<file path="src/swmm_pkg.sv">
// Shared types, constants and the window reduction for the square window min/max filter.
// No dependencies; every other file of the block but swmm_ram uses it by scoped names.
`default_nettype none

package swmm_pkg;

   // Storage limits
   localparam int MAX_WIDTH   = 2048;
   localparam int MAX_RADIUS  = 7;
   localparam int TAPS        = 2 * MAX_RADIUS;      // stored rows behind the current one
   localparam int LANES       = TAPS + 1;            // window side at the largest radius
   localparam int TREE_N      = 16;                  // reduction tree leaves, >= LANES

   // Field widths
   localparam int PIX_W       = 8;
   localparam int DIM_W       = 12;                  // frame_width / frame_height
   localparam int RAD_W       = 3;
   localparam int COL_W       = $clog2(MAX_WIDTH);   // column counters
   localparam int ROW_W       = DIM_W + 1;           // input row counter runs past height
   localparam int CSR_IDX_W   = 2;
   localparam int ROW_WORD_W  = TAPS * PIX_W;        // one line store word: a column of rows

   localparam int QUEUE_DEPTH = 4;
   localparam int QPTR_W      = $clog2(QUEUE_DEPTH);

   // Register indexes
   typedef enum logic [CSR_IDX_W-1:0] {
      CSR_FRAME_WIDTH   = 2'd0,
      CSR_FRAME_HEIGHT  = 2'd1,
      CSR_WINDOW_RADIUS = 2'd2,
      CSR_FILTER_MODE   = 2'd3
   } csr_index_type;

   // Effective configuration (already clamped)
   typedef struct packed {
      logic [DIM_W-1:0] width;
      logic [DIM_W-1:0] height;
      logic [RAD_W-1:0] radius;
      logic             mode;     // 0 minimum, 1 maximum
   } cfg_type;

   // One classified word between the front and the back
   typedef struct packed {
      logic [PIX_W-1:0] pix;
      logic [COL_W-1:0] col;      // line store address
      logic [LANES-1:0] vmask;    // rows of this column inside the clipped window
      logic [LANES-1:0] hmask;    // columns inside the clipped window (emit only)
      logic             emit;
      logic             last;
   } work_type;

   function automatic logic [PIX_W-1:0] pick(input logic [PIX_W-1:0] a,
                                             input logic [PIX_W-1:0] b,
                                             input logic mode);
      if (mode) begin
         return (a > b) ? a : b;
      end
      return (a < b) ? a : b;
   endfunction

   // Masked min/max over the lanes, four tree levels
   function automatic logic [PIX_W-1:0] window_reduce(
      input logic [LANES-1:0][PIX_W-1:0] vals,
      input logic [LANES-1:0]            mask,
      input logic                        mode);
      logic [TREE_N-1:0][PIX_W-1:0]   l0;
      logic [TREE_N/2-1:0][PIX_W-1:0] l1;
      logic [TREE_N/4-1:0][PIX_W-1:0] l2;
      logic [TREE_N/8-1:0][PIX_W-1:0] l3;
      logic [PIX_W-1:0]               neutral;
      neutral = mode ? '0 : '1;
      for (int i = 0; i < TREE_N; i++) begin
         l0[i] = neutral;
      end
      for (int i = 0; i < LANES; i++) begin
         if (mask[i]) begin
            l0[i] = vals[i];
         end
      end
      for (int i = 0; i < TREE_N/2; i++) begin
         l1[i] = pick(l0[2*i], l0[2*i+1], mode);
      end
      for (int i = 0; i < TREE_N/4; i++) begin
         l2[i] = pick(l1[2*i], l1[2*i+1], mode);
      end
      for (int i = 0; i < TREE_N/8; i++) begin
         l3[i] = pick(l2[2*i], l2[2*i+1], mode);
      end
      return pick(l3[0], l3[1], mode);
   endfunction

endpackage

`default_nettype wire

</file>
<file path="src/swmm_front.sv">
// Front of the filter: frame position counters, drop/flush classification and window masks.
// Depends on swmm_pkg; feeds swmm_queue.
`default_nettype none

module swmm_front (
   input  wire logic                       clock,
   input  wire logic                       reset,
   input  wire swmm_pkg::cfg_type          cfg,
   input  wire logic                       in_valid,
   input  wire logic [swmm_pkg::PIX_W-1:0] in_pixel,
   input  wire logic                       in_fill,
   output      logic                       in_ready,
   input  wire logic                       queue_full,
   output      logic                       push,
   output      swmm_pkg::work_type         push_data
);

   localparam int RR_W  = swmm_pkg::RAD_W + 1;
   localparam int RX_W  = swmm_pkg::ROW_W + 1;
   localparam int IDX_W = swmm_pkg::ROW_W + swmm_pkg::DIM_W;

   logic [swmm_pkg::COL_W-1:0] in_col_ff, in_col_in;
   logic [swmm_pkg::ROW_W-1:0] in_row_ff, in_row_in;
   logic [swmm_pkg::COL_W-1:0] out_col_ff, out_col_in;
   logic [swmm_pkg::DIM_W-1:0] out_row_ff, out_row_in;

   logic                       accept;
   logic                       flushing;
   logic                       counted;
   logic                       started;
   logic                       out_last;
   logic [IDX_W-1:0]           lin_idx;
   logic [IDX_W-1:0]           lead;
   logic [swmm_pkg::DIM_W-1:0] col_inc;
   logic [swmm_pkg::DIM_W-1:0] ocol_inc;
   logic [swmm_pkg::DIM_W-1:0] hcenter;
   logic [RR_W-1:0]            two_r;
   logic [swmm_pkg::LANES-1:0] vmask;
   logic [swmm_pkg::LANES-1:0] hmask;

   assign in_ready = !queue_full;
   assign accept   = in_valid && in_ready;

   // Fill words before the frame is complete are dropped
   assign flushing = in_row_ff >= swmm_pkg::ROW_W'(cfg.height);
   assign counted  = accept && !(in_fill && !flushing);

   // Output starts once the input index reaches r*W + r (also when r exceeds W)
   assign lin_idx  = IDX_W'(in_row_ff) * IDX_W'(cfg.width) + IDX_W'(in_col_ff);
   assign lead     = IDX_W'(cfg.radius) * IDX_W'(cfg.width) + IDX_W'(cfg.radius);
   assign started  = lin_idx >= lead;
   assign out_last = started &&
                     (swmm_pkg::DIM_W'(out_col_ff) == cfg.width - 1'b1) &&
                     (out_row_ff == cfg.height - 1'b1);

   assign col_inc  = swmm_pkg::DIM_W'(in_col_ff) + 1'b1;
   assign ocol_inc = swmm_pkg::DIM_W'(out_col_ff) + 1'b1;
   assign hcenter  = swmm_pkg::DIM_W'(out_col_ff) + swmm_pkg::DIM_W'(cfg.radius);
   assign two_r    = {cfg.radius, 1'b0};

   // Vertical mask: tap k is row in_row-k; keep it inside the window and the frame
   always_comb begin
      for (int k = 0; k < swmm_pkg::LANES; k++) begin
         vmask[k] = (RR_W'(k) <= two_r) &&
                    (swmm_pkg::ROW_W'(k) <= in_row_ff) &&
                    (RX_W'(in_row_ff) < RX_W'(cfg.height) + RX_W'(k));
      end
   end

   // Horizontal mask: lane j holds column out_col+r-j of the output row
   always_comb begin
      for (int j = 0; j < swmm_pkg::LANES; j++) begin
         hmask[j] = (RR_W'(j) <= two_r) &&
                    (swmm_pkg::DIM_W'(j) <= hcenter) &&
                    (swmm_pkg::DIM_W'(j) + cfg.width - 1'b1 >= hcenter);
      end
   end

   // Counter next state
   always_comb begin
      in_col_in  = in_col_ff;
      in_row_in  = in_row_ff;
      out_col_in = out_col_ff;
      out_row_in = out_row_ff;
      if (counted) begin
         if (col_inc >= cfg.width) begin
            in_col_in = '0;
            in_row_in = in_row_ff + 1'b1;
         end else begin
            in_col_in = col_inc[swmm_pkg::COL_W-1:0];
         end
         if (started) begin
            if (out_last) begin
               in_col_in  = '0;
               in_row_in  = '0;
               out_col_in = '0;
               out_row_in = '0;
            end else if (ocol_inc >= cfg.width) begin
               out_col_in = '0;
               out_row_in = out_row_ff + 1'b1;
            end else begin
               out_col_in = ocol_inc[swmm_pkg::COL_W-1:0];
            end
         end
      end
   end

   always_ff @(posedge clock) begin
      if (reset) begin
         in_col_ff  <= '0;
         in_row_ff  <= '0;
         out_col_ff <= '0;
         out_row_ff <= '0;
      end else begin
         in_col_ff  <= in_col_in;
         in_row_ff  <= in_row_in;
         out_col_ff <= out_col_in;
         out_row_ff <= out_row_in;
      end
   end

   // Word to the back
   assign push            = counted;
   assign push_data.pix   = in_pixel;
   assign push_data.col   = in_col_ff;
   assign push_data.vmask = vmask;
   assign push_data.hmask = hmask;
   assign push_data.emit  = started;
   assign push_data.last  = out_last;

endmodule

`default_nettype wire

</file>
<file path="config.mk">
export PLATFORM = sky130hd
export DESIGN_NAME = swmm_front
export DESIGN_NICKNAME = d
export VERILOG_FILES = /design/src/swmm_pkg.sv /design/src/swmm_front.sv
export SDC_FILE = /design/constraint.sdc
export NUM_CORES = 1
export LEC_CHECK = 0
export ABC_AREA = 1
export ABC_CLOCK_PERIOD_IN_PS = 10200
export BUFFER_PORTS_ARGS = -buffer_cell sky130_fd_sc_hd__buf_2
export CAP_MARGIN = 20
export CORE_MARGIN = 2
export CORE_UTILIZATION = 60
export CTS_BUF_LIST = sky130_fd_sc_hd__clkbuf_4 sky130_fd_sc_hd__clkbuf_8
export DETAILED_ROUTE_END_ITERATION = 10
export GPL_ROUTABILITY_DRIVEN = 0
export PLACE_DENSITY = 0.81
export SKIP_CTS_REPAIR_TIMING = 1
export SLEW_MARGIN = 10
export SYNTH_ARGS = -nofsm -noshare
export SYNTH_HDL_FRONTEND = slang
export SYNTH_SLANG_ARGS = --single-unit
</file>
<file path="constraint.sdc">
create_clock -name clock -period 10.2 [get_ports clock]
set_clock_uncertainty 0.05 [all_clocks]
set_input_delay 2.04 -clock clock [delete_from_list [all_inputs] [get_ports clock]]
set_output_delay 2.04 -clock clock [all_outputs]
set_load 0.03 [all_outputs]
</file>
Yosys cells after proc, flatten, opt, wreduce, memory -nomap -nowiden
Index checks and enable logic that the tools add are counted.
- output and inout bits: 53
- logic and storage cells: 219
- bits in registers: 47
- eq/ne operators: 2
- mux-type cells: 10
- reduce and logical (&&, ||, !) cells: 71
- multipliers: 2
- $add $sub $neg: 51
- $lt $le $gt $ge: 79
- operator list (operator ; number):
    $ge A12 B12 Y1 ; 17
    $sub A12 B1 Y12 const B ; 16
    $lt A13 B13 Y1 ; 14
    $add A12 B4 Y13 const B ; 7
    $le A4 B13 Y1 const A ; 7
    $add A4 B12 Y12 const A ; 7
    $le A4 B12 Y1 const A ; 7
    $logic_and A1 B1 Y1 ; 65
    $mux W11 ; 5
    $add A12 B3 Y13 const B ; 4
    $le A3 B13 Y1 const A ; 4
    $add A3 B12 Y12 const A ; 4
    $le A3 B12 Y1 const A ; 4
    $mux W13 ; 3
    $le A4 B4 Y1 const A ; 7
    $add A12 B2 Y13 const B ; 2
    $le A1 B13 Y1 const A ; 2
    $le A2 B13 Y1 const A ; 2
    $add A25 B11 Y25 ; 1
    $ge A25 B16 Y1 ; 1
    $mul A13 B12 Y25 ; 1
    $add A11 B1 Y12 const B ; 2
    $add A2 B12 Y12 const A ; 2
    $le A1 B12 Y1 const A ; 2
    other kinds (20) ; 29

Depth between registers and ports, before layout
Gate-level depths: netlist of run 1.
- depth in word-level cells: 7
- mapped depth: 37
- mapped depth without buffers: 35

Least setup slack after synthesis of run 1
No wires, ideal clock.
- kind: input port to output port
- from: input cfg[21] (netlist bit)
- to: output push_data[0] (netlist bit)
- data required time: 8.110 ns
- stages: 30
- buffers on the path: 4
- slack: 0.285 ns
- arrival: 7.825 ns
- cells stage by stage: buf_6 > clkbuf_1 > clkbuf_1 > nand2_1 > fa_1 > inv_1 > fa_1 > fa_1 > fa_1 > inv_1 > fa_1 > inv_1 > ha_1 > a21o_1 > a21oi_1 > nand2_1 > a21oi_1 > xnor2_1 > ha_1 > nand2_1 > nor2_1 > a41oi_1 > nand2_1 > nor2_2 > nand3_2 > nor2_4 > nand2_4 > nand2_1 > inv_1 > buf_4
- longest elaborated chain between the ends: 5
- RTL lines (item ; line ; source):
    start, declared ; swmm_front.sv:8 ; input wire swmm_pkg::cfg_type cfg,
    $mul A13 B12 Y25 or $mul A3 B12 Y15 (tied branches) ; swmm_front.sv:49, swmm_front.sv:50 ;
    $add A25 B11 Y25 or $add A15 B3 Y16 (tied branches) ; swmm_front.sv:49, swmm_front.sv:50 ;
    $ge A25 B16 Y1 * ; swmm_front.sv:51 ; assign started = lin_idx >= lead;
    net started ; swmm_front.sv:30 ; logic started;
    $logic_and A1 B1 Y1 * ; swmm_front.sv:52 ; assign out_last = started &&
    $logic_and A1 B1 Y1 * ; swmm_front.sv:53 ; (swmm_pkg::DIM_W'(out_col_ff) == cfg.width - 1'b1) &&
    end, declared ; swmm_front.sv:15 ; output swmm_pkg::work_type push_data
Mark *: on every way through the listed nets, which the timed path passes. The rest lies on a longest branch.

==> metrics.cfg, run 1 <==
[outcome]
outcome = completed

[global_route]
antenna_found_initial = 7
grt_max_degree = 34
grt_pass1_vias = 21486
grt_pass1_wl_um = 114000
grt_use_total_pct = 34.8
overflow = 0

[worst_hold_path]
holdPathStages = 2
min_to = out_col_ff[10]$_SDFFE_PP0P_
worstHoldStart = out_col_ff[10]$_SDFFE_PP0P_
hp-class = reg -> reg

[sta]
drv_slew = 0
fmax_ghz = 0.101
finalSetupViolations = 0
hold_violations = 0
relSlewSlack_pct = 29.8
fin_crit_sh_pct = 96.9
finalSetupTns_ns = 0
worst_pin_slew_ns = 1.05
min_period_ns = 9.89
rsz0062_at_grt = false

[clock_network]
cts-root-buf = clkbuf_8
clock_path_buffers = 2
tritoncts = yes
clk_pin_slew_ns = 0.09
cts_sinks = 47
worstSkewPairLatency_ns = 0.32
cts_buffers = 5
htree_levels = 2

[routing]
routedWlPerCell_um = 17.9
dr.pass1.iters = 6
maxUsedRoutingLayer = met5
wirelength_um = 70800
drc_errors = 0
viasPerCell = 5.78
dr_total_vias = 22866
ant_nets = 0
dr_wl_met3_um = 7660
wl_met1_um = 27700
wl_met2_um = 31300
drtIter0Drc = 2156

[layout]
syn2layout_area_growth_pct = 4.66
fin_nets = 4103
multi_input_area_um2 = 19500
ff_latch_area_um2 = 941
drive_gt1_share_pct = 8.03
fillCellCount = 3491
final_util_pct = 64.0

[synth]
synth_async_sr_flop_share_pct = 0
ys_top_cells_by_area = ha_1, nand2_1, fa_1
synthDominantCellAreaShare_pct = 26.5
ys_types = 58
yosysTopAreaCell = ha_1
syn_area_per_cell_um2 = 6.78
synth_commonest_cells = nand2_1, inv_1, ha_1
yosysSeqAreaShare_pct = 4.07
syn-num-nets = 4077
synth.most_common_cell = nand2_1
netlist_instances = 3412
synth-edff-count = 0
syn_area_um2 = 23100
ys.warnings.count = 0
synth-seq-cells = 47
ys.flop_type = dfxtp_1

[setup_path]
reg2regPathDepth = 30
r2r_slack_ns = 2.96
cp.depth = 32
cp_common_cell = nand2_1
critical_path_class = in -> out
crit_buf_inv = 9
cp-start-kind = primary input
worstPathMaxFanout = 11
cp.arrival_ns = 7.80
rr_startpoint = in_row_ff[5]$_SDFFE_PP0P_
end_kind = primary output
slowest_stage = fa_1
cp.required_ns = 8.11
crit_path_max_incr_delay_ns = 0.54
r2r-end = out_row_ff[8]$_SDFFE_PP0P_
cp_top_family = adder cells

[floorplan]
die_area_um2 = 40200
coreArea_um2 = 37800
die_w_um = 200
num_io_pins = 94
initial_core_util_pct = 61.1
rows = 71
dieHeight_um = 200

[power_and_ir_drop]
power.leakage_nw = 13.6
power.density_nw_per_um2 = 36.2
ir_worst_vdd_mv = 0.0435

[run]
maxCapViolCount = 0

[placed_design]
dp_hpwl_um = 55400
port_buffers = 76

## tightest hold or removal path: cells and delay by family (launching register included)
kind	cells	cell delay (ns)
and+or+nand+nor	1	0.06
DFF	1	0.34
AOI/OAI and AO/OA	1	0.06
## logic make-up (layout without fill, tap and decap cells)
kind of cell,count (synthesis),count (layout),synth area share (%)
multiplexers,1,1,0.0487
flip-flops,47,47,4.07
XOR/XNOR,254,254,9.61
AO/OA/AOI/OAI,479,479,12.0
adder cells (fa/ha/maj),624,624,38.1
AND/OR/NAND/NOR,1305,1305,24.2
other,0,6,0
buffers and inverters,702,729,12.0
## final cells by class
type | instances | share of cell area, %
inverter | 591 | 9.16
antenna | 6 | 0.0620
clock buffer | 7 | 0.372
tap | 511 | 2.64
clock inverter | 1 | 0.0362
multi-input combinational | 2663 | 80.5
timing repair buffer | 130 | 3.36
sequential | 47 | 3.89
## worst max-delay path by stage
stage,start,to,slack [ns]
2_1_floorplan,cfg[21],push_data[0],0.28
3_3_place_gp,cfg[24],push_data[0],0.16
3_5_place_dp,cfg[24],push_data[0],0.09
4_1_cts,cfg[24],push_data[0],0.09
5_1_grt,cfg[18],push_data[0],0.001
6_report,cfg[17],push_data[0],0.31
## through the flow
| step | cells | total power [mW] | hold WS (ns) | setup WS (ns) | cell area [um^2] |
|---|---|---|---|---|---|
| 2_1_floorplan | 3412 | 0.586 | 0.408 | 0.285 | 23100 |
| 3_3_place_gp | 3942 | 0.719 | 0.429 | 0.165 | 24000 |
| 3_5_place_dp | 3942 | 0.733 | 0.434 | 0.0941 | 24000 |
| 4_1_cts | 3950 | 0.860 | 0.448 | 0.0898 | 24100 |
| 5_1_grt | 3954 | 0.950 | 0.477 | 0.00137 | 24200 |
| 6_report | 3956 | 0.877 | 0.447 | 0.315 | 24200 |
## per-layer routing
metal  GRT usage [%]  vias to the layer above
met4            17.9                        2
met3            5.03                      290
li1                -                    11034
met2            56.3                     1255
met1            45.0                    10285
met5               0                        -
## state kept, by name, indices dropped and copies added, names as in the netlist
signal / count
out_row_ff: 12
in_row_ff: 13
out_col_ff: 11
in_col_ff: 11
## where the power goes
part | switching (mW) | total [mW] | internal [mW]
clock | 0.0702 | 0.129 | 0.0584
sequential | 0.000892 | 0.185 | 0.184
combinational | 0.376 | 0.563 | 0.188
## placed cells by master, fill, tap and decap left out, drive strengths merged, types with 13 or more instances in the layout
| cell | synthesis | layout |
|---|---|---|
| a21oi | 272 | 272 |
| fa | 133 | 133 |
| nand2 | 771 | 771 |
| xor2 | 241 | 241 |
| nand3 | 140 | 140 |
| nand4 | 64 | 64 |
| clkbuf | 66 | 14 |
| ha | 491 | 491 |
| xnor2 | 13 | 13 |
| o21ai | 102 | 102 |
| dfxtp | 47 | 47 |
| nor2 | 257 | 257 |
| inv | 588 | 588 |
| a211oi | 15 | 15 |
| o21bai | 24 | 24 |
| nor3 | 47 | 47 |
| buf | 45 | 123 |
(Power assumes the default switching activity.)
==> run 2: changes to the inputs <==
- CORE_ASPECT_RATIO: not set -> 0.75
==> run 2 against run 1 <==
Sequential share of layout area is essentially flat. Highest routed layer is now met4. Critical endpoint unchanged. Count of clock-buffer cells in the layout shrank 2. Largest cell class unchanged. Flip-flop and latch count is the same. Largest power group unchanged. Cell count is essentially flat.
==> metrics.cfg, run 2 (synthesized netlist as in run 1, its figures left out) <==
[routing]
routedWlPerCell_um = 18.1  ; +1.4%
drtIter0Drc = 2613  ; +21%
dr_total_vias = 23061  ; +0.85%
viasPerCell = 5.83  ; +0.93%
wirelength_um = 71700  ; +1.3%
ant_nets = 0  ; unchanged
drc_errors = 0  ; unchanged
dr.pass1.iters = 6  ; unchanged

[layout]
syn2layout_area_growth_pct = 4.73  ; about the same
drive_gt1_share_pct = 8.05  ; +0.027 points
final_common_cell = nand2_1
fillCellCount = 3491  ; unchanged
largest_reg_flops = 13  ; unchanged
regMostFlops = in_row_ff
reg.largest.list = in_row_ff: 13 flops, out_row_ff: 12 flops
layout_common_cells = nand2_1, inv_1, ha_1, a21oi_1, xor2_1
finish.instance_area_um2 = 24200  ; about the same
fin_nets = 4104  ; +0.024%

[placed_design]
pre_cts_ws_ns = 0.0900  ; -0.00416 ns
dp_hpwl_um = 57200  ; +3.3%
port_buffers = 76  ; unchanged
place_area_um2 = 24000  ; about the same

[outcome]
outcome = completed

[clock_network]
clock_path_buffers = 2  ; unchanged
cts_sinks = 47  ; unchanged
htree_levels = 2  ; unchanged
worstSkewPairLatency_ns = 0.35  ; +0.03 ns
cts_buffers = 5  ; unchanged
cts-root-buf = clkbuf_8
clk_pin_slew_ns = 0.10  ; about the same
tritoncts = yes

[sta]
finalWorstSetupSlack_ns = 0.219  ; -0.0959 ns
relSlewSlack_pct = 31.8  ; +2.0 points
fmax_ghz = 0.100  ; -0.96%
hold_slack_ns = 0.457  ; +0.00998 ns
worst_pin_slew_ns = 1.02  ; -0.0298 ns
hold_violations = 0  ; unchanged
drv_slew = 0  ; unchanged
min_period_ns = 9.98  ; +0.0959 ns
rsz0062_at_grt = false
fin_crit_sh_pct = 97.9  ; +0.94 points
finalSetupTns_ns = 0  ; unchanged
finalSetupViolations = 0  ; unchanged

[setup_path]
end_kind = primary output
crit_path_max_incr_delay_ns = 0.56  ; +0.02 ns
worstPathMaxFanout = 8  ; -3
cp-start-kind = primary input
slowest_stage = fa_1
cp.required_ns = 8.11  ; about the same
critical_path_class = in -> out
cp.arrival_ns = 7.89  ; +0.09 ns

[power_and_ir_drop]
power_uw = 905  ; +3.3%
power.leakage_nw = 13.6  ; -0.18%
ir_worst_vdd_mv = 0.0586  ; +35%
power.density_nw_per_um2 = 37.3  ; +3.2%

[global_route]
grt.busiest_layer = met2
grt_max_degree = 34  ; unchanged
grt_pass1_wl_um = 114000  ; +0.65%
gr-usage-met3_pct = 7.27  ; +2.2 points
grt_use_total_pct = 35.5  ; +0.78 points
met1_usage_pct = 50.4  ; +5.3 points
overflow = 0  ; unchanged
grtUsageMet2_pct = 53.0  ; -3.3 points
antenna_found_initial = 1  ; -6
grt_pass1_vias = 21445  ; -0.19%

[floorplan]
dieHeight_um = 174  ; -13%
initial_core_util_pct = 60.6  ; -0.52 points
num_io_pins = 94  ; unchanged
coreArea_um2 = 38200  ; +0.85%
die_w_um = 231  ; +15%
rows = 62  ; -13%
die_area_um2 = 40200  ; about the same

[worst_hold_path]
hp-class = reg -> reg

[run]
maxCapViolCount = 0  ; unchanged

run 2: cell count changes in the layout (fill, tap and decap cells not counted), moves of 2 or more:
cell,change
clkbuf_4,-3
xor2_1,+2
ha_1,-2
buf_4,+2
xor2_2,-2
ha_4,+2
nand2_2,+2
diode_2,-5
run 2: power by group:
part | total [mW] | internal [mW] | switching (mW)
logic | 0.565 | 0.189 | 0.376
registers | 0.185 | 0.184 | 0.000947
clock network | 0.156 | 0.0745 | 0.0811
total | 0.905 | 0.447 | 0.458
run 2: final timing paths:
path	from	endpoint	slack [ns]	cells past startpoint
worst max register to register	in_row_ff[2]$_SDFFE_PP0P_	out_row_ff[8]$_SDFFE_PP0P_	2.86	33
worst max-delay path	cfg[24]	push_data[0]	0.22	34
worst min register to register	out_col_ff[10]$_SDFFE_PP0P_	out_col_ff[10]$_SDFFE_PP0P_	0.46	2
worst min-delay path	out_col_ff[10]$_SDFFE_PP0P_	out_col_ff[10]$_SDFFE_PP0P_	0.46	2
run 2: cell type report:
| cell class | instances | area (um^2) | share of cell area, % |
|---|---|---|---|
| Antenna cell | 1 | 2.50 | 0.0103 |
| Clock buffer | 5 | 68.8 | 0.284 |
| Clock inverter | 3 | 47.5 | 0.196 |
| Inverter | 591 | 2220 | 9.15 |
| Multi-Input combinational cell | 2663 | 19500 | 80.4 |
| Sequential cell | 47 | 941 | 3.88 |
| Tap cell | 512 | 641 | 2.64 |
| Timing Repair Buffer | 131 | 827 | 3.41 |
run 2: stage by stage:
stage               utilization (%)  std cells
floorplan                         -       3412
global placement               63.0       3944
detailed placement             63.0       3944
CTS                            63.3       3952
global route                   63.5       3953
finish                         63.5       3953
run 2: per-layer routing:
| metal | part of all wire (%) | up-vias |
|---|---|---|
| met5 | 0 | - |
| met4 | 4.4 | 0 |
| met3 | 13 | 255 |
| met2 | 41 | 1330 |
| met1 | 42 | 10438 |
| li1 | - | 11038 |
run 2: critical path, delay by kind of cell:
kind / cells / cell delay (ns)
xor gates and xnor gates: 1 / 0.18
buffers and inverters: 11 / 0.90
and+or+nand+nor: 14 / 1.31
adders and majority gates: 7 / 3.25
AOI/OAI and AO/OA: 1 / 0.18
