--- config.mk ---
export PLATFORM = sky130hd
export DESIGN_NAME = swmm_queue
export DESIGN_NICKNAME = d
export VERILOG_FILES = /design/src/swmm_pkg.sv /design/src/swmm_queue.sv
export SDC_FILE = /design/constraint.sdc
export NUM_CORES = 1
export LEC_CHECK = 0
export ABC_AREA = 1
export BUFFER_PORTS_ARGS = -buffer_cell sky130_fd_sc_hd__buf_2
export CAP_MARGIN = 20
export CORE_MARGIN = 3
export CORE_UTILIZATION = 57
export DETAILED_ROUTE_END_ITERATION = 12
export MAX_ROUTING_LAYER = met4
export PLACE_DENSITY = 0.79
export SETUP_SLACK_MARGIN = 0.15
export SYNTH_ARGS = -nofsm -noshare
export SYNTH_HDL_FRONTEND = slang
export SYNTH_SLANG_ARGS = --single-unit
export TNS_END_PERCENT = 30
--- constraint.sdc ---
create_clock -name clock -period 2.35 [get_ports clock]
set_input_delay 0.47 -clock clock [delete_from_list [all_inputs] [get_ports clock]]
set_output_delay 0.47 -clock clock [all_outputs]
set_load 0.03 [all_outputs]
--- src/swmm_pkg.sv ---
// Shared types, constants and the window reduction for the square window min/max filter.
// No dependencies; every other file of the block but swmm_ram uses it by scoped names.
`default_nettype none

package swmm_pkg;

   // Storage limits
   localparam int MAX_WIDTH   = 2048;
   localparam int MAX_RADIUS  = 7;
   localparam int TAPS        = 2 * MAX_RADIUS;      // stored rows behind the current one
   localparam int LANES       = TAPS + 1;            // window side at the largest radius
   localparam int TREE_N      = 16;                  // reduction tree leaves, >= LANES

   // Field widths
   localparam int PIX_W       = 8;
   localparam int DIM_W       = 12;                  // frame_width / frame_height
   localparam int RAD_W       = 3;
   localparam int COL_W       = $clog2(MAX_WIDTH);   // column counters
   localparam int ROW_W       = DIM_W + 1;           // input row counter runs past height
   localparam int CSR_IDX_W   = 2;
   localparam int ROW_WORD_W  = TAPS * PIX_W;        // one line store word: a column of rows

   localparam int QUEUE_DEPTH = 4;
   localparam int QPTR_W      = $clog2(QUEUE_DEPTH);

   // Register indexes
   typedef enum logic [CSR_IDX_W-1:0] {
      CSR_FRAME_WIDTH   = 2'd0,
      CSR_FRAME_HEIGHT  = 2'd1,
      CSR_WINDOW_RADIUS = 2'd2,
      CSR_FILTER_MODE   = 2'd3
   } csr_index_type;

   // Effective configuration (already clamped)
   typedef struct packed {
      logic [DIM_W-1:0] width;
      logic [DIM_W-1:0] height;
      logic [RAD_W-1:0] radius;
      logic             mode;     // 0 minimum, 1 maximum
   } cfg_type;

   // One classified word between the front and the back
   typedef struct packed {
      logic [PIX_W-1:0] pix;
      logic [COL_W-1:0] col;      // line store address
      logic [LANES-1:0] vmask;    // rows of this column inside the clipped window
      logic [LANES-1:0] hmask;    // columns inside the clipped window (emit only)
      logic             emit;
      logic             last;
   } work_type;

   function automatic logic [PIX_W-1:0] pick(input logic [PIX_W-1:0] a,
                                             input logic [PIX_W-1:0] b,
                                             input logic mode);
      if (mode) begin
         return (a > b) ? a : b;
      end
      return (a < b) ? a : b;
   endfunction

   // Masked min/max over the lanes, four tree levels
   function automatic logic [PIX_W-1:0] window_reduce(
      input logic [LANES-1:0][PIX_W-1:0] vals,
      input logic [LANES-1:0]            mask,
      input logic                        mode);
      logic [TREE_N-1:0][PIX_W-1:0]   l0;
      logic [TREE_N/2-1:0][PIX_W-1:0] l1;
      logic [TREE_N/4-1:0][PIX_W-1:0] l2;
      logic [TREE_N/8-1:0][PIX_W-1:0] l3;
      logic [PIX_W-1:0]               neutral;
      neutral = mode ? '0 : '1;
      for (int i = 0; i < TREE_N; i++) begin
         l0[i] = neutral;
      end
      for (int i = 0; i < LANES; i++) begin
         if (mask[i]) begin
            l0[i] = vals[i];
         end
      end
      for (int i = 0; i < TREE_N/2; i++) begin
         l1[i] = pick(l0[2*i], l0[2*i+1], mode);
      end
      for (int i = 0; i < TREE_N/4; i++) begin
         l2[i] = pick(l1[2*i], l1[2*i+1], mode);
      end
      for (int i = 0; i < TREE_N/8; i++) begin
         l3[i] = pick(l2[2*i], l2[2*i+1], mode);
      end
      return pick(l3[0], l3[1], mode);
   endfunction

endpackage

`default_nettype wire

--- src/swmm_queue.sv ---
// Short flop FIFO between the front and the back of the filter.
// Depends on swmm_pkg for the word type and depth.
`default_nettype none

module swmm_queue (
   input  wire logic               clock,
   input  wire logic               reset,
   input  wire logic               push,
   input  wire swmm_pkg::work_type push_data,
   output      logic               full,
   input  wire logic               pop,
   output      swmm_pkg::work_type head,
   output      logic               empty
);

   swmm_pkg::work_type              slot_ff [swmm_pkg::QUEUE_DEPTH];
   logic [swmm_pkg::QPTR_W-1:0]     wr_ptr_ff, wr_ptr_in;
   logic [swmm_pkg::QPTR_W-1:0]     rd_ptr_ff, rd_ptr_in;
   logic [swmm_pkg::QPTR_W:0]       count_ff, count_in;

   assign full  = count_ff == (swmm_pkg::QPTR_W + 1)'(swmm_pkg::QUEUE_DEPTH);
   assign empty = count_ff == '0;
   assign head  = slot_ff[rd_ptr_ff];

   // Pointer and count update
   always_comb begin
      wr_ptr_in = push ? wr_ptr_ff + 1'b1 : wr_ptr_ff;
      rd_ptr_in = pop  ? rd_ptr_ff + 1'b1 : rd_ptr_ff;
      count_in  = count_ff;
      if (push && !pop) begin
         count_in = count_ff + 1'b1;
      end else if (pop && !push) begin
         count_in = count_ff - 1'b1;
      end
   end

   always_ff @(posedge clock) begin
      if (reset) begin
         wr_ptr_ff <= '0;
         rd_ptr_ff <= '0;
         count_ff  <= '0;
      end else begin
         wr_ptr_ff <= wr_ptr_in;
         rd_ptr_ff <= rd_ptr_in;
         count_ff  <= count_in;
      end
   end

   always_ff @(posedge clock) begin
      if (push) begin
         slot_ff[wr_ptr_ff] <= push_data;
      end
   end

endmodule

`default_nettype wire

### After elaboration in Yosys (flattened, before gate mapping)

Memory sizes are Yosys's and may differ from the RTL's. A register that Yosys moved wholly into a read port is not among the register bits.
Index checks and enable logic that the tools add are counted.

| storage, ports and cells | value |
|---|---|
| flip-flop bits (word level) | 7 |
| bits in writable memories | 204 |
| bits of input ports | 55 |
| output and inout bits | 53 |
| logic and storage cells | 21 |
| memories | 1 |

| cells by class | value |
|---|---|
| add/sub/neg operators | 4 |
| equal/unequal tests | 1 |
| multiplexer cells | 6 |
| reduce and logical (&&, ||, !) cells | 6 |

Memory list:

| memory | words | bits a word | rd ports | clocked after Yosys merged registers in | wr ports | RTL line | text |
|---|---|---|---|---|---|---|---|
| slot_ff | 4 | 51 | 1 | 1 | 1 | swmm_queue.sv:16 | `swmm_pkg::work_type slot_ff [swmm_pkg::QUEUE_DEPTH];` |

Operators by type and width:

| cell | number |
|---|---|
| $mux 3 | 2 |
| $add 2x1->2 const B | 2 |
| $mux 2 | 2 |
| $add 3x1->3 const B | 1 |
| $eq 3x3->1 const B | 1 |
| $logic_not 3->1 | 1 |
| $sub 3x1->3 const B | 1 |
| $logic_and 1x1->1 | 2 |
| $logic_not 1->1 | 2 |
| $mux 1 | 2 |
| $reduce_bool 2->1 | 1 |

### Logic depth before layout (Yosys ltp)

Gate-level depths: netlist (run 1).

| logic depth | value |
|---|---|
| depth after elaboration | 4 |
| gate-level depth with buffers | 10 |
| depth with buffers taken out | 10 |

### Worst setup path before layout (run 1)

No wires, ideal clock.

| timing | value |
|---|---|
| path type | reg-to-reg |
| start point | register wr_ptr_ff[0] (netlist name) |
| end point | memory slot_ff[2][0] (netlist name) (enable) |
| setup time | 405 ps |
| data arrival time | 1585 ps |
| data required time | 1945 ps |
| setup slack | 360 ps |
| stages on the path, launching flop included | 5 |
| path buffers | 0 |
| period minus slack after synthesis | 1990 ps |
| cell sequence | dfxtp_1 inv_1 ha_1 nand2_1 inv_1 |

RTL lines:

| item | RTL line | text |
|---|---|---|
| from (decl) | swmm_queue.sv:17 | `logic [swmm_pkg::QPTR_W-1:0] wr_ptr_ff, wr_ptr_in;` |
| from (signal assigned) | swmm_queue.sv:43 | `wr_ptr_ff <= wr_ptr_in;` |
| to (decl) | swmm_queue.sv:16 |  |

No word-level cell before the write port.

==> results of run 1 <==
-- power breakdown --
group	switching (mW)	internal (mW)	leakage [nW]
Sequential	0.0583	4.34	1.95
Combinational	0.812	0.460	1.42
Clock	1.26	1.86	0.311
-- critical path: cells and delay by family, from the launching register on --
family                 cells  cell delay [ps]
buffers and inverters      4              620
flip-flops                 1              370
AO/OA/AOI/OAI              1              250
AND/OR/NAND/NOR            1               60
-- layer usage --
layer / wire [um] / vias up / part of all wire [%]
li1: - / 2348 / -
met1: 7290 / 2569 / 38
met2: 9450 / 312 / 49
met3: 1910 / 63 / 9.8
met4: 768 / 0 / 4.0
met5: 0 / - / 0
-- layout by cell type, fill, tap and decap left out --
master     synthesis  layout
edfxtp_1         204     204
nor2_1           108     102
buf_2              6      75
o21ai_1           60      61
o22ai_1           51      40
buf_4              5      37
o21ai_0           47      32
clkbuf_16          0      30
o21ai_2            0      14
inv_1             15      11
o22ai_2            0      11
buf_6             13      11
nand2_1            9       9
clkbuf_1           6       8
dfxtp_1            9       7
buf_12             0       7
nor2_2             0       6
ha_1               5       5
buf_16             0       5
inv_2              2       4
clkinv_1           0       4
diode_2            0       3
a21oi_1            3       3
nor3_1             2       2
dfxtp_4            0       2
clkinv_2           0       2
bufinv_16          0       2
inv_6              0       2
buf_8              0       2
clkinv_8           0       1
inv_8              0       1
xor2_1             1       1
nand3_1            1       1
nand4_1            1       1
fa_1               1       1
-- timing repair --
action	in CTS	in global routing
resized for setup	29	90
buffers inserted	3	6
setup endpoints to repair	51	51
cloned	2	15
pin swaps	0	11
-- final cells by class --
class	count	area, um2
Clock inverter	8	85.1
Inverter	17	83.8
Multi-Input combinational cell	289	1560
Antenna cell	3	7.51
Clock buffer	29	556
Sequential cell	213	6310
Fill cell	791	3350
Timing Repair Buffer	146	1310
Tap cell	176	220
Timing Repair inverter	2	17.5
-- registers in the layout (all words and copies together) (netlist names), named ones only --
| register | cells |
|---|---|
| slot_ff | 204 |
| count_ff | 3 |
| rd_ptr_ff | 2 |
| wr_ptr_ff | 2 |
-- kinds of logic after synthesis --
group / Yosys count / synth area share, %
DFF: 213 / 78.5
adders and majority gates: 6 / 1.03
and+or+nand+nor: 121 / 5.73
buffers and inverters: 49 / 3.86
xor gates and xnor gates: 1 / 0.109
AOI/OAI and AO/OA: 161 / 10.8
-- per-stage QoR --
stage	power, mW	worst slack [ps]
after global placement	5.41	410
after detailed placement	5.45	280
after global routing	9.08	49.3
after CTS	8.59	91.0
after floorplan	5.11	360
final	8.79	94.3
-- how the worst max path moves through the flow --
stage / end / start
2_1_floorplan: slot_ff[2][0] / wr_ptr_ff[0]
3_3_place_gp: head[2] / flip-flop
3_5_place_dp: head[46] / flip-flop
4_1_cts: head[50] / flip-flop
5_1_grt: head[3] / flip-flop
6_report: head[0] / flip-flop
==> key figures, run 1 <==
Power
  • VDD IR max: 0.977 mV
  • Static leakage: 3.68 nW
  • Power Density: 866 nW/um2

Placed design
  • DP HPWL: 9.29 mm
  • Placed Cells: roughly 800
  • PortBufs: between 100 and 150
  • Post-DP Area: 8740 um2
  • Gpl congestion: 0.775

Global route
  • Congestion Overflow GR: 0
  • First-pass GRT wire length: about 25 mm
  • Largest net degree at the start of global routing: 45
  • GR met2 Demand/Resource: 35.8%
  • Met1 Usage GRT: 25.9%
  • Total track usage: 21.1%
  • Global-route track usage on met3: 4.03%
  • Vias in the first global route: between 5k and 6k
  • Initial antenna violation count: 3
  • GR peak layer: met2

Timing
  • Clock skew: ~9.5 ps
  • Worst Tran Pin Value: 470 ps
  • Slew Limit Headroom: just under 70%
  • Hold Violations, Final: 0
  • Unrepaired setup endpoints after global routing: yes
  • Fmax achieved: 0.443 GHz
  • # setup viols final: 0
  • Tmin final: 2260 ps
  • Post-route clock period utilization: 96.0%
  • Worst hold slack: 166 ps
  • Fin. max-slew vios: 0
  • Sum of negative setup slack: 0 ps

Worst setup path
  • Slowest CP cell: dfxtp_4
  • Slowest cell delay on critical path: 370 ps
  • Crit. End Element: primary output
  • Sequence of cells on the critical path: buf_12 -> clkinv_8 -> buf_16 -> nor2_1 -> o22ai_1 -> buf_4
  • FF-to-FF Start: wr_ptr_ff[0]
  • Required time of the worst setup path: 1880 ps
  • FF-to-FF setup slack: 700 ps
  • Reg-to-reg endpoint: slot_ff[0][34]
  • R2R depth: 5
  • Critical path type: reg -> out
  • Element type at the critical path start: flip-flop
  • Data arrival time of the worst path: 1790 ps
  • CP Max Fanout: 22

Floorplan
  • Initial core utilization: between 50% and 60%
  • Die Area: 15600 um2
  • FP Rows: 42
  • Core area: 13500 um2
  • Die W: between 100 and 150 um
  • IO Pins: 108
  • Die height: 125 um

Drt
  • Wirelength per Cell: 22.0 um
  • First drt pass iteration count: 6
  • DRC Markers: 0
  • Wirelength, routed: 19.4 mm
  • Vias after detailed routing: 5292
  • Vias per inst: 5.99
  • DRT antenna net count: 0
  • Drt initial violations: 567

Run
  • Max cap viols: 0

Synth
  • Top cells by count, synth: edfxtp_1, nor2_1, o21ai_1
  • Area leader, netlist: edfxtp_1
  • Post-Syn Area: 8040 um2
  • Syn_area_per_cell: 14.6 um2
  • Synth top area cells: edfxtp_1, nor2_1, o22ai_1
  • Synthesis warning total: 0
  • Syn Nets: 612
  • Main flop type after synthesis: edfxtp_1
  • Post-synthesis cell type count: 21
  • Sequential fraction of the synthesis area: approximately 78%
  • Yosys top cell area share: 76.2%
  • Cells after Synth: 551
  • Number of synthesized register bits: about 210
  • Async set-or-reset flop fraction in the synthesized netlist: 0%
  • Number of synthesized flops with an enable pin: 204
  • Most frequent cell after synthesis: edfxtp_1

Layout
  • Final instance area: 10200 um2
  • Final nets: 751
  • Fin cells: 883
  • Share of layout cells above drive strength 1: 30.1%
  • Layout area overhead: 26.3%
  • Core Util, Final: between 70% and 80%

Clock tree
  • H-tree depth: 1
  • CTS buffer count: 21
  • Clock slew seen by the registers of the worst setup and hold paths: 60 ps
  • Later-pin clock latency in the skew report: about 480 ps
  • CTS root buf: clkbuf_16
  • Clock tree sinks: between 200 and 250
  • CTS max path bufs: 3
  • Hold buffers post-CTS: 0
  • CTS tree: built

Worst hold path
  • Min-Delay Endpoint: count_ff[0]
  • Hold path depth: 2
  • Hold_sp: reset
  • Hold WC Path Type: in -> reg

Run status
  • Status: complete, no violations
No activity file was read; power rests on OpenSTA's default activity.
==> run 2: changes to the inputs <==
CORE_ASPECT_RATIO = 0.8   (was default)
==> run 2 against run 1 <==
Combinational power fell by 7%. Die area barely moved. Critical path type unchanged. Fmax rose by 1.4%. Register-to-register slack barely moved. Critical path depth fell by 1. Global-route usage rose by 1.5 points. Routed wire length fell by 1.5%. Non-clock buffer count fell by 5.
==> key figures, run 2 (synthesis results as in run 1) <==
Worst setup path
  • Cell family with most CP delay: buffers and inverters
  • Crit. End Element: primary output
  • FF-to-FF Start: wr_ptr_ff[0]
  • Reg-to-reg endpoint: slot_ff[2][8]
  • WP depth: 5
  • Slowest cell delay on critical path: 460 ps
  • Critical Path End: head[11]
  • Sequence of cells on the critical path: buf_12 -> buf_16 -> o21ai_1 -> o22ai_1 -> buf_4
  • Slowest CP cell: dfxtp_4
  • FF-to-FF setup slack: 710 ps
  • R2R depth: 5
  • Required time of the worst setup path: 1880 ps
  • Crit path buf inv count: 3
  • Critical path type: reg -> out
  • Element type at the critical path start: flip-flop
  • CP Max Fanout: 6
  • Data arrival time of the worst path: 1760 ps

Timing
  • # setup viols final: 0
  • Post-route clock period utilization: 94.7%
  • Tmin final: 2230 ps
  • Slew Limit Headroom: 71.9%
  • Clock skew: 4.88 ps
  • Hold Violations, Final: 0
  • Unrepaired setup endpoints after global routing: yes
  • Fin. max-slew vios: 0
  • Sum of negative setup slack: 0 ps
  • Worst hold slack: 163 ps
  • Worst setup margin: roughly 120 ps
  • Fmax achieved: 0.449 GHz
  • Worst Tran Pin Value: 422 ps

Clock tree
  • Clock slew seen by the registers of the worst setup and hold paths: 60 ps
  • CTS max path bufs: 3
  • CTS tree: built
  • Hold buffers post-CTS: 0
  • CTS buffer count: 21
  • Clock tree sinks: 213
  • CTS root buf: clkbuf_16
  • H-tree depth: 1
  • Later-pin clock latency in the skew report: 490 ps

Placed design
  • DP HPWL: 9.65 mm
  • Worst slack at placement: 458 ps
  • Gpl congestion: 0.772
  • Post-DP Area: 8760 um2
  • PortBufs: 107
  • Placed Cells: 823

Layout
  • Regs by FF count: slot_ff: 204 flops, count_ff: 3 flops
  • Largest register FFs: 204
  • Top reg by flops: slot_ff
  • Layout area overhead: 22.7%
  • Most frequent cells in the layout: edfxtp_1, nor2_1, buf_2
  • Final instance area: 9860 um2
  • Most common cell after layout, fill and taps aside: edfxtp_1
  • Final nets: 746
  • Share of layout cells above drive strength 1: between 20% and 30%
  • Fin cells: slightly below 900

Global route
  • Total track usage: roughly 23%
  • First-pass GRT wire length: 26.9 mm
  • Vias in the first global route: 5234
  • Largest net degree at the start of global routing: 43
  • Initial antenna violation count: 2
  • Congestion Overflow GR: 0

Power
  • Power Density: a little under 900 nW/um2
  • Gate power share: approximately 14%
  • Flop pwr share: 51.1%
  • Sw Ratio: around a quarter
  • Static leakage: 3.57 nW
  • Cell-internal power: 6.47 mW
  • Clk pwr share: 35.3%
  • Psw: around 2.1 mW
  • VDD IR max: 0.679 mV

Drt
  • Wirelength, routed: between 15 and 20 mm
  • DRT antenna net count: 0
  • Drt initial violations: 486
  • Wirelength per Cell: 21.7 um
  • First drt pass iteration count: 5
  • DRC Markers: 0
  • Vias per inst: 5.88
  • Vias after detailed routing: approximately 5.2k

Floorplan
  • Die W: 139 um
  • Core area: 13700 um2
  • IO Pins: between 100 and 150
  • Die Area: around 16000 um2
  • FP Rows: 38
  • Die height: 112 um
  • Initial core utilization: 58.7%

Worst hold path
  • Hold WC Path Type: in -> reg

Run
  • Max cap viols: 0

Run status
  • Status: complete, no violations
-- run 2: changes by cell type in the layout (fill, tap and decap cells not counted), moves of 2 or more --
cell,previous run,this run
o21ai_1,61,63
nor2_2,6,0
o22ai_1,40,46
buf_6,11,5
buf_4,37,34
o21ai_2,14,2
o22ai_2,11,5
clkinv_1,4,6
o21ai_0,32,42
clkbuf_16,30,27
buf_2,75,84
clkbuf_1,8,5
nor2_1,102,108
-- run 2: area by class of cell --
class                      count  area, um2
multi-input combinational    289       1460
timing repair buffer         141       1150
tap                          180        225
clock inverter                10       67.6
inverter                      17       83.8
fill                         841       3830
timing repair inverter         2       15.0
sequential                   213       6310
antenna                        3       7.51
clock buffer                  26        544
-- run 2: metrics by stage --
| stage | power, mW | utilization (%) |
|---|---|---|
| after floorplan | 5.11 | - |
| after global placement | 5.41 | 64.0 |
| after detailed placement | 5.46 | 64.0 |
| after CTS | 8.52 | 69.9 |
| after global routing | 8.89 | 72.0 |
| final | 8.61 | 72.0 |
-- run 2: worst min-delay path by stage --
stage | start | endpoint | slack, ps | cells after the start
final | reset | count_ff[0] | 160 | 2
after CTS | reset | count_ff[0] | 150 | 2
after global placement | rd_ptr_ff[1] | flip-flop | 420 | 1
after floorplan | rd_ptr_ff[1] | flip-flop | 410 | 1
after global routing | reset | count_ff[0] | 160 | 2
after detailed placement | rd_ptr_ff[1] | flip-flop | 420 | 1
-- run 2: routing by layer --
layer | global-route usage (%) | vias up | wire (um)
met5 | - | - | 0
met4 | 6.00 | 0 | 400
met3 | 4.73 | 37 | 1580
met2 | 37.3 | 243 | 9350
met1 | 29.3 | 2564 | 7800
li1 | - | 2338 | -
-- run 2: power groups by stage --
stage	Clock [mW]	Sequential (mW)	Combinational, mW
2_1_floorplan	0	4.46	0.658
6_report	3.04	4.39	1.18
3_3_place_gp	0	4.45	0.957
5_1_grt	3.23	4.40	1.26
3_5_place_dp	0	4.46	0.993
4_1_cts	3.06	4.39	1.07
-- run 2: what timing repair did --
item | in CTS | in global routing
setup buffers | 2 | 4
hold endpoints to repair | 0 | 0
setup endpoints to repair | 51 | 51
pin swaps | 1 | 6
gates resized for setup | 24 | 36
cloned | 4 | 9
==> run 3: changes to the inputs <==
RECOVER_POWER = 100   (was default)
==> run 3 against run 2 <==
Largest power group unchanged. Fmax fell by 2.0%. Largest cell class unchanged. Sequential share of layout area rose by 1.1 points. Critical endpoint unchanged. Flip-flop and latch count did not move.
==> key figures, run 3 (synthesis results as in run 1) <==
Layout
  • Most frequent cells in the layout: edfxtp_1, nor2_1, o21ai_1
  • FF/Latch Area: 6310 um2
  • Largest register FFs: 204
  • Footprint of the multi-input gates: 1450 um2
  • Final instance area: just under 10000 um2
  • Number of fill cells: roughly 900
  • Antenna Cells: 0
  • Layout area overhead: 20.7%
  • Top reg by flops: slot_ff
  • Core Util, Final: 70.8%
  • Most common cell after layout, fill and taps aside: edfxtp_1
  • Share of layout cells above drive strength 1: 17.8%
  • Regs by FF count: slot_ff: 204 flops, count_ff: 3 flops
  • Final nets: 746

Floorplan
  • Die W: about 140 um
  • FP Rows: 38
  • Initial core utilization: 58.7%
  • Core area: ~14000 um2
  • IO Pins: 108
  • Die Area: 15600 um2
  • Die height: 112 um

Timing
  • Fmax achieved: 0.440 GHz
  • Hold Violations, Final: 0
  • Slew Limit Headroom: a little under half
  • Tmin final: roughly 2300 ps
  • Fin. max-slew vios: 0
  • Unrepaired setup endpoints after global routing: yes
  • Post-route clock period utilization: 96.6%
  • Clock skew: 7.04 ps
  • Sum of negative setup slack: 0 ps
  • Worst Tran Pin Value: 818 ps
  • # setup viols final: 0

Global route
  • Initial antenna violation count: 0
  • Total track usage: 22.6%
  • Vias in the first global route: around 5.2k
  • First-pass GRT wire length: 26.9 mm
  • Congestion Overflow GR: 0
  • Largest net degree at the start of global routing: 43

Clock tree
  • Clock tree sinks: 213
  • CTS max path bufs: 3
  • Clock slew seen by the registers of the worst setup and hold paths: 60 ps
  • H-tree depth: 1
  • CTS buffer count: 21
  • CTS root buf: clkbuf_16
  • CTS tree: built
  • Later-pin clock latency in the skew report: 490 ps

Worst hold path
  • Hold WC Path Type: in -> reg
  • Hold_sp: reset

Drt
  • DRC Markers: 0
  • Wirelength per Cell: 21.8 um
  • DRT antenna net count: 0
  • Vias per inst: 5.89
  • Drt initial violations: between 400 and 500
  • Vias after detailed routing: approximately 5.2k
  • Wirelength, routed: 19.1 mm
  • First drt pass iteration count: 4

Power
  • Power Density: 882 nW/um2
  • Static leakage: roughly 3.4 nW
  • Final Power: 8.55 mW
  • VDD IR max: 0.672 mV

Worst setup path
  • Crit. End Element: primary output
  • Required time of the worst setup path: 1880 ps
  • Data arrival time of the worst path: 1800 ps
  • Reg-to-reg endpoint: slot_ff[2][5]
  • R2R depth: 5
  • CP Max Fanout: 6
  • Critical path type: reg -> out
  • FF-to-FF setup slack: ~280 ps
  • Critical Path End: head[11]
  • FF-to-FF Start: wr_ptr_ff[0]
  • Element type at the critical path start: flip-flop

Run status
  • Status: complete, no violations

Placed design
  • Gpl congestion: approximately 0.77
  • Post-DP Area: just under 9000 um2
  • PortBufs: between 100 and 150
  • DP HPWL: 9.65 mm

Run
  • Max cap viols: 0
## run 3: layout make-up
type | count | share of cell area (%)
Inverter | 17 | 0.864
Timing Repair Buffer | 141 | 10.3
Multi-Input combinational cell | 289 | 15.0
Tap cell | 180 | 2.32
Sequential cell | 213 | 65.1
Clock inverter | 10 | 0.697
Clock buffer | 26 | 5.61
Timing Repair inverter | 2 | 0.155
## run 3: worst min-delay path by stage
stage	endpoint	slack [ps]	cells after the start
finish	count_ff[0]	160	2
global route	count_ff[0]	160	2
CTS	count_ff[0]	150	2
detailed placement	flip-flop	420	1
global placement	flip-flop	420	1
floorplan	flip-flop	410	1
## run 3: per-layer routing
| metal | vias to the layer above | track usage (%) | routed length (um) | part of all wire (%) |
|---|---|---|---|---|
| li1 | 2338 | - | - | - |
| met1 | 2530 | 29.3 | 7660 | 40 |
| met2 | 268 | 37.3 | 9320 | 49 |
| met3 | 39 | 4.73 | 1670 | 8.7 |
| met4 | 0 | 6.00 | 449 | 2.4 |
| met5 | - | - | 0 | 0 |
## run 3: metrics by stage
| step | hold slack, ps | setup WS (ps) | std cells |
|---|---|---|---|
| floorplan | 412 | 360 | 551 |
| global placement | 417 | 495 | 823 |
| detailed placement | 425 | 458 | 823 |
| CTS | 154 | 96.8 | 865 |
| global route | 163 | 18.2 | 878 |
| finish | 164 | 78.9 | 878 |
## run 3: critical path, stage by stage, from the launching register on
cell      delay (ps)
dfxtp_4          460
buf_12           180
buf_16           130
o21ai_1           90
o22ai_1          220
clkbuf_2         240
## run 3: timing repair
item | in CTS | in global routing
cloned | 4 | 9
setup endpoints to repair | 51 | 51
hold buffers | 0 | 0
resized for setup | 24 | 36
buffers inserted | 2 | 4
pin swaps | 1 | 6
## run 3: power breakdown
part | leakage [nW] | internal, mW | switching, mW
combinational | 1.16 | 0.348 | 0.777
sequential | 1.95 | 4.34 | 0.0592
clock | 0.300 | 1.74 | 1.29
